## config.mk

```make
export PLATFORM = sky130hd
export DESIGN_NAME = ipw_round
export DESIGN_NICKNAME = d
export VERILOG_FILES = /design/src/hw/rtl/ipw_pkg.sv /design/src/hw/rtl/ipw_round.sv
export SDC_FILE = /design/constraint.sdc
export NUM_CORES = 2
export LEC_CHECK = 0
export BUFFER_PORTS_ARGS = -buffer_cell sky130_fd_sc_hd__buf_4
export CORE_MARGIN = 1
export CORE_UTILIZATION = 50
export CTS_CLUSTER_SIZE = 25
export DETAILED_ROUTE_END_ITERATION = 8
export GPL_TIMING_DRIVEN = 0
export PLACE_DENSITY = 0.7
export SLEW_MARGIN = 20
export SYNTH_ARGS = -nofsm -noshare
export SYNTH_HDL_FRONTEND = slang
export SYNTH_SLANG_ARGS = --single-unit
```

## constraint.sdc

```tcl
create_clock -name clk -period 6.5 [get_ports clk]
set_clock_uncertainty 0.05 [all_clocks]
set_input_delay 0.65 -clock clk [delete_from_list [all_inputs] [get_ports clk]]
set_output_delay 0.65 -clock clk [all_outputs]
set_load 0.01 [all_outputs]
```

## src/hw/rtl/ipw_pkg.sv

```systemverilog
// Shared types, widths and constants of the polynomial waveshaper.
// Used by ipw_round and by the top level inflator_polynomial_waveshaper.
`default_nettype none

package ipw_pkg;

    localparam int FRAC      = 21;
    localparam int SAMPLE_W  = 24;
    localparam int CURVE_W   = 10;
    localparam int CURVE_MAX = 1000;
    localparam int CURVE_MID = 500;
    localparam logic [CURVE_W-1:0] CURVE_RESET = CURVE_W'(CURVE_MID);

    localparam int KA_SCALE = 4000;
    localparam int KB_SCALE = 8000;

    localparam int unsigned ONE = 32'd1 << FRAC;

    localparam int POW_W  = FRAC + 1;
    localparam int SQ_W   = FRAC + 2;
    localparam int MV_W   = FRAC + 4;
    localparam int COEF_W = 25;
    localparam int PROD_W = COEF_W + MV_W;
    localparam int NUM_W  = PROD_W + 1;

    localparam int COEF_DEN  = 4000000;
    localparam int DEN_SHIFT = 8;
    localparam int DEN_ODD   = COEF_DEN / (1 << DEN_SHIFT);

    localparam int XQ_W     = FRAC + 17;
    localparam int XL_W     = XQ_W / 2;
    localparam int XH_W     = XQ_W - XL_W;
    localparam int M_W      = XQ_W - 13;
    localparam int RECIP_SH = XQ_W;
    localparam longint unsigned RECIP = (64'd1 << RECIP_SH) / DEN_ODD;
    localparam int PP_W     = XH_W + M_W;
    localparam int SUM_W    = XQ_W + M_W;
    localparam int QE_W     = FRAC + 4;
    localparam int REM_W    = 15;
    localparam int MAG_W    = QE_W + 2;

    localparam int OUT_MAX = 8388607;
    localparam int OUT_MIN = -8388608;

    typedef enum logic [1:0] {
        REG_POLY,
        REG_KNEE,
        REG_ZERO
    } region_t;

    typedef struct packed {
        logic             neg;
        region_t          region;
        logic [POW_W-1:0] knee;
    } side_t;

    typedef struct packed {
        logic signed [COEF_W-1:0] ka;
        logic signed [COEF_W-1:0] kb;
        logic signed [COEF_W-1:0] kc;
        logic signed [COEF_W-1:0] kd;
    } coef_t;

endpackage

`default_nettype wire

```

## src/hw/rtl/ipw_round.sv

```systemverilog
// Pipelined rounding divider: sums the polynomial terms and divides by the
// coefficient denominator with halves rounded away from zero. Uses ipw_pkg.
`default_nettype none

module ipw_round (
    input  logic                               clk,
    input  logic                               rst_n,
    input  logic                               in_valid,
    output logic                               in_ready,
    input  logic signed [ipw_pkg::NUM_W-1:0]   in_sab,
    input  logic signed [ipw_pkg::NUM_W-1:0]   in_scd,
    input  ipw_pkg::side_t                     in_side,
    output logic                               out_valid,
    input  logic                               out_ready,
    output logic signed [ipw_pkg::MAG_W-1:0]   out_mag,
    output ipw_pkg::side_t                     out_side
);

    localparam int NS = 6;
    localparam logic signed [ipw_pkg::NUM_W-1:0] HALF_N =
        ipw_pkg::NUM_W'(ipw_pkg::COEF_DEN / 2);
    localparam logic [ipw_pkg::M_W-1:0] RECIP_M = ipw_pkg::M_W'(ipw_pkg::RECIP);
    localparam logic [ipw_pkg::REM_W-1:0] ODD_R = ipw_pkg::REM_W'(ipw_pkg::DEN_ODD);

    logic [NS-1:0] vld_reg;
    logic [NS-1:0] vld_next;
    logic [NS:0]   en;

    ipw_pkg::side_t side_reg [NS];

    logic signed [ipw_pkg::NUM_W-1:0] num0_reg;
    logic [ipw_pkg::XQ_W-1:0]         x1_reg;
    logic                             nneg1_reg;
    logic [ipw_pkg::PP_W-1:0]         ph2_reg;
    logic [ipw_pkg::PP_W-1:0]         pl2_reg;
    logic [ipw_pkg::REM_W-1:0]        xlo2_reg;
    logic                             nneg2_reg;
    logic [ipw_pkg::QE_W-1:0]         qe3_reg;
    logic [ipw_pkg::REM_W-1:0]        xlo3_reg;
    logic                             nneg3_reg;
    logic [ipw_pkg::QE_W-1:0]         qe4_reg;
    logic                             inc4_reg;
    logic                             nneg4_reg;
    logic signed [ipw_pkg::MAG_W-1:0] mag5_reg;

    logic signed [ipw_pkg::NUM_W-1:0] num0_next;
    logic signed [ipw_pkg::NUM_W-1:0] xfull;
    logic [ipw_pkg::XQ_W-1:0]         x1_next;
    logic [ipw_pkg::PP_W-1:0]         ph2_next;
    logic [ipw_pkg::PP_W-1:0]         pl2_next;
    logic [ipw_pkg::SUM_W-1:0]        qsum;
    logic [ipw_pkg::QE_W-1:0]         qe3_next;
    logic [ipw_pkg::REM_W-1:0]        rem;
    logic [ipw_pkg::QE_W-1:0]         qv;
    logic signed [ipw_pkg::MAG_W-1:0] mag5_next;

    always_comb
    begin
        en[NS] = out_ready;
        for (int k = NS - 1; k >= 0; k--)
        begin
            en[k] = !vld_reg[k] || en[k+1];
        end
        vld_next[0] = en[0] ? in_valid : vld_reg[0];
        for (int k = 1; k < NS; k++)
        begin
            vld_next[k] = en[k] ? vld_reg[k-1] : vld_reg[k];
        end
    end

    always_ff @(posedge clk or negedge rst_n)
    begin
        if (!rst_n)
        begin
            vld_reg <= '0;
        end
        else
        begin
            vld_reg <= vld_next;
        end
    end

    always_comb
    begin
        num0_next = in_sab + in_scd;

        xfull   = num0_reg[ipw_pkg::NUM_W-1] ? (HALF_N - num0_reg) : (num0_reg + HALF_N);
        x1_next = xfull[ipw_pkg::DEN_SHIFT +: ipw_pkg::XQ_W];

        ph2_next = x1_reg[ipw_pkg::XQ_W-1:ipw_pkg::XL_W] * RECIP_M;
        pl2_next = x1_reg[ipw_pkg::XL_W-1:0] * RECIP_M;

        qsum = (ipw_pkg::SUM_W'(ph2_reg) << ipw_pkg::XL_W) + ipw_pkg::SUM_W'(pl2_reg);
        qe3_next = qsum[ipw_pkg::RECIP_SH +: ipw_pkg::QE_W];

        rem = xlo3_reg - ipw_pkg::REM_W'(qe3_reg[ipw_pkg::REM_W-1:0] * ODD_R);

        qv = qe4_reg + ipw_pkg::QE_W'(inc4_reg);
        mag5_next = nneg4_reg ? -ipw_pkg::MAG_W'(qv) : ipw_pkg::MAG_W'(qv);
    end

    always_ff @(posedge clk)
    begin
        if (en[0])
        begin
            num0_reg    <= num0_next;
            side_reg[0] <= in_side;
        end
        if (en[1])
        begin
            x1_reg    <= x1_next;
            nneg1_reg <= num0_reg[ipw_pkg::NUM_W-1];
        end
        if (en[2])
        begin
            ph2_reg   <= ph2_next;
            pl2_reg   <= pl2_next;
            xlo2_reg  <= x1_reg[ipw_pkg::REM_W-1:0];
            nneg2_reg <= nneg1_reg;
        end
        if (en[3])
        begin
            qe3_reg   <= qe3_next;
            xlo3_reg  <= xlo2_reg;
            nneg3_reg <= nneg2_reg;
        end
        if (en[4])
        begin
            qe4_reg   <= qe3_reg;
            inc4_reg  <= (rem >= ODD_R);
            nneg4_reg <= nneg3_reg;
        end
        if (en[5])
        begin
            mag5_reg <= mag5_next;
        end
        for (int k = 1; k < NS; k++)
        begin
            if (en[k])
            begin
                side_reg[k] <= side_reg[k-1];
            end
        end
    end

    assign in_ready  = en[0];
    assign out_valid = vld_reg[NS-1];
    assign out_mag   = mag5_reg;
    assign out_side  = side_reg[NS-1];

endmodule

`default_nettype wire

```

==> impl_metrics.toml <==
[run_status]
outcome = "finished clean"

[floorplan]
io-pin-count = 185
rows = 97
chipWidth_um = 268
coreArea_um2 = 70000
die-area_um2 = 71800
die_h_um = 268
initial_core_util = 0.505

[synth]
ys_seq_elements = 420
syn_nets = 4045
synthArstFlopShare = 0.0143
synth-edff-count = 414
synth.cell_area_um2 = 35400
yosysWarnings = 0
syn_area_per_cell_um2 = 11.4
netlist_instances = 3099
synthFlopType = "edfxtp_1"
yosysSeqAreaShare = 0.356
synth_cell_type_count = 86

[critical_path]
critPathMaxFanout = 5
required_ps = 6790
crit_type = "reg -> reg"
cp-start-kind = "register"
critPathArrivalTime_ps = 6610
endpoint_kind = "register"

[place]
hpwl_um = 55700
dp_cells = 4228
port_buffers = 184
gp_congestion = 0.942
pre_cts_ws_ps = -686

[detailed_routing]
avgRoutedWirePerCell_um = 15.6
routedLengthMet1_um = 30600
routed_via_density = 5.10
drt_first_iter_violations = 947
wl_met3_um = 2970
vias = 22400
firstDrtPassIters = 5
top_layer = "met4"
wl_met2_um = 33500
routed_wl_um = 68600
ant_nets = 0
drc = 0

[layout]
post-route-util = 0.579
area_delta_synth_final_pct = 14.5
regArea_um2 = 12600
largest_reg_flops = 150
n_antenna_cell = 0
fin_cells = 4387
nFillCells = 5794
drive_gt1_frac = 0.131
final_nets = 4357
multiInputGateArea_um2 = 20600

[sta]
setup_viol = 0
hold_ws_ps = 183
fmax_mhz = 158
final-hold-violation-count = 0
layout_setup_ws_ps = 178
drv_slew = 0
relSlewSlack = 0.468
min_period_ps = 6320
grt_setup_unrepaired = "yes"
min_period_over_period = 0.973
worstMarginPinSlew_ps = 790

[min_path]
hold_class = "in -> reg"

[clocking]
cts.sinks = 420
root_buffer = "clkbuf_16"
htree_levels = 2
clockBufferDepth = 3
clk_latency_ps = 590
clk_pin_slew_ps = 60
cts_buffers = 45
cts_tree = "done"

[global_route]
groute.usage.overall = 0.197
antenna_found_initial = 0
grt_remaining_overflow = 0
grt_pass1_wl_um = 113000
grt_pass1_vias = 22600
grt_max_degree = 84

[run]
maxCapViolCount = 0
## routing by layer
layer / vias to the layer above / global-route usage
li1: 11100 / -
met5: - / 0
met4: 0 / 0.0558
met1: 10700 / 0.262
met3: 99 / 0.0250
met2: 476 / 0.339
## layout by cell type, fill, tap and decap left out, types with 11 or more instances in the layout
| master | Yosys | final |
|---|---|---|
| inv_1 | 652 | 646 |
| ha_1 | 489 | 470 |
| edfxtp_1 | 414 | 414 |
| fa_1 | 326 | 319 |
| buf_4 | 2 | 260 |
| xnor2_1 | 156 | 156 |
| nor2_1 | 132 | 130 |
| a21oi_1 | 124 | 119 |
| nand2_1 | 105 | 103 |
| xor2_1 | 83 | 83 |
| o21ai_0 | 89 | 82 |
| a21o_1 | 50 | 50 |
| nor3_1 | 47 | 45 |
| clkbuf_16 | 0 | 45 |
| nand3_1 | 42 | 40 |
| nand4_1 | 29 | 29 |
| nand2b_1 | 23 | 23 |
| o21a_1 | 21 | 21 |
| a211oi_1 | 23 | 20 |
| clkbuf_1 | 19 | 20 |
| o21bai_1 | 19 | 18 |
| or2_2 | 16 | 16 |
| and3_1 | 15 | 15 |
| a31oi_1 | 17 | 15 |
| or3_1 | 13 | 13 |
| and2_1 | 12 | 12 |
| o31ai_1 | 16 | 12 |
| nor2b_1 | 11 | 11 |
| o22ai_1 | 11 | 11 |
| ha_4 | 0 | 11 |
## synth_stat cells (6+ instances only)
| cell | instances | area (µm²) |
|---|---|---|
| nor2_1 | 132 | 495 |
| or3_1 | 13 | 81.3 |
| ha_1 | 489 | 6120 |
| dfrtp_1 | 6 | 150 |
| o21a_1 | 21 | 158 |
| a31oi_1 | 17 | 106 |
| xnor2_1 | 156 | 1370 |
| nand2b_1 | 23 | 144 |
| and2_1 | 12 | 75.1 |
| nand4_1 | 29 | 181 |
| buf_2 | 7 | 35.0 |
| a211oi_1 | 23 | 173 |
| clkbuf_1 | 19 | 71.3 |
| and3_1 | 15 | 93.8 |
| or2_2 | 16 | 100 |
| nand3_1 | 42 | 210 |
| o31ai_1 | 16 | 120 |
| a41oi_1 | 6 | 52.6 |
| edfxtp_1 | 414 | 12400 |
| o22ai_1 | 11 | 68.8 |
| a21oi_1 | 124 | 621 |
| nor3_1 | 47 | 235 |
| xor2_1 | 83 | 727 |
| o21ai_0 | 89 | 445 |
| nand2_1 | 105 | 394 |
| o211ai_1 | 6 | 45.0 |
| inv_1 | 652 | 2450 |
| o31a_1 | 9 | 78.8 |
| nor2b_1 | 11 | 68.8 |
| o21bai_1 | 19 | 143 |
| a21o_1 | 50 | 375 |
| fa_1 | 326 | 6530 |
| and4_1 | 10 | 87.6 |
## area by class of cell
cell class	instances	share of cell area
plain buffers	26	0.00303
clock buffers	51	0.0283
well taps	940	0.0290
flip-flops and latches	420	0.310
multi-input cells	1996	0.509
repair buffers	270	0.0527
clock inverters	32	0.00676
inverters	652	0.0605
## worst paths after layout
kind	startpoint	end	slack, ps	cells after the start
setup / recovery	x1_reg[16]	pl2_reg[39]	180	20
max in group asynchronous	rst_n	vld_reg[0]	5930	2
min in group asynchronous	rst_n	vld_reg[2]	360	2
hold reg to reg	side_reg[1][19]	side_reg[2][19]	370	0
setup reg to reg	x1_reg[16]	pl2_reg[39]	180	20
hold / removal	in_side[15]	side_reg[0][15]	180	1
## metrics by stage
step	TNS (ps)	cell area [µm²]
after floorplan	0	35400
after global routing	-125	40500
after detailed placement	-9300	38100
after CTS	0	40100
final	0	40500
after global placement	-181990	37900
## cell families (layout without fill, tap and decap cells)
logic type / after synthesis / count (layout) / share of synthesized area
buffers and inverters: 683 / 1031 / 0.0732
adder cells (fa/ha/maj): 815 / 815 / 0.357
AO/OA/AOI/OAI: 453 / 453 / 0.0839
XOR/XNOR: 239 / 239 / 0.0592
AND/OR/NAND/NOR: 486 / 486 / 0.0699
flip-flops: 420 / 420 / 0.356
multiplexers: 3 / 3 / 0.000884
## critical path, stage by stage (launching register included)
cell      delay (ps)
edfxtp_1         520
buf_4            200
buf_6            140
ha_4             260
fa_2             580
inv_1             70
fa_1             560
inv_1             60
fa_1             510
fa_1             550
inv_1             60
fa_1             540
inv_1             50
ha_1             340
a2111o_1         460
o31ai_4          200
buf_6            160
o31ai_4           80
o41a_1           430
a21oi_2          150
xnor2_1           90
## repair_timing
item,4_1_cts,5_1_grt
resized for setup,32,54
endpoints found under the hold margin,6,0
hold buffers,1,0
endpoints found under the setup margin,27,26
pin swaps,20,59
buffers inserted,50,30
Power is left out: the tool's default activity adds up to more than one toggle a clock period on the data nets, which glitch-free logic cannot reach.
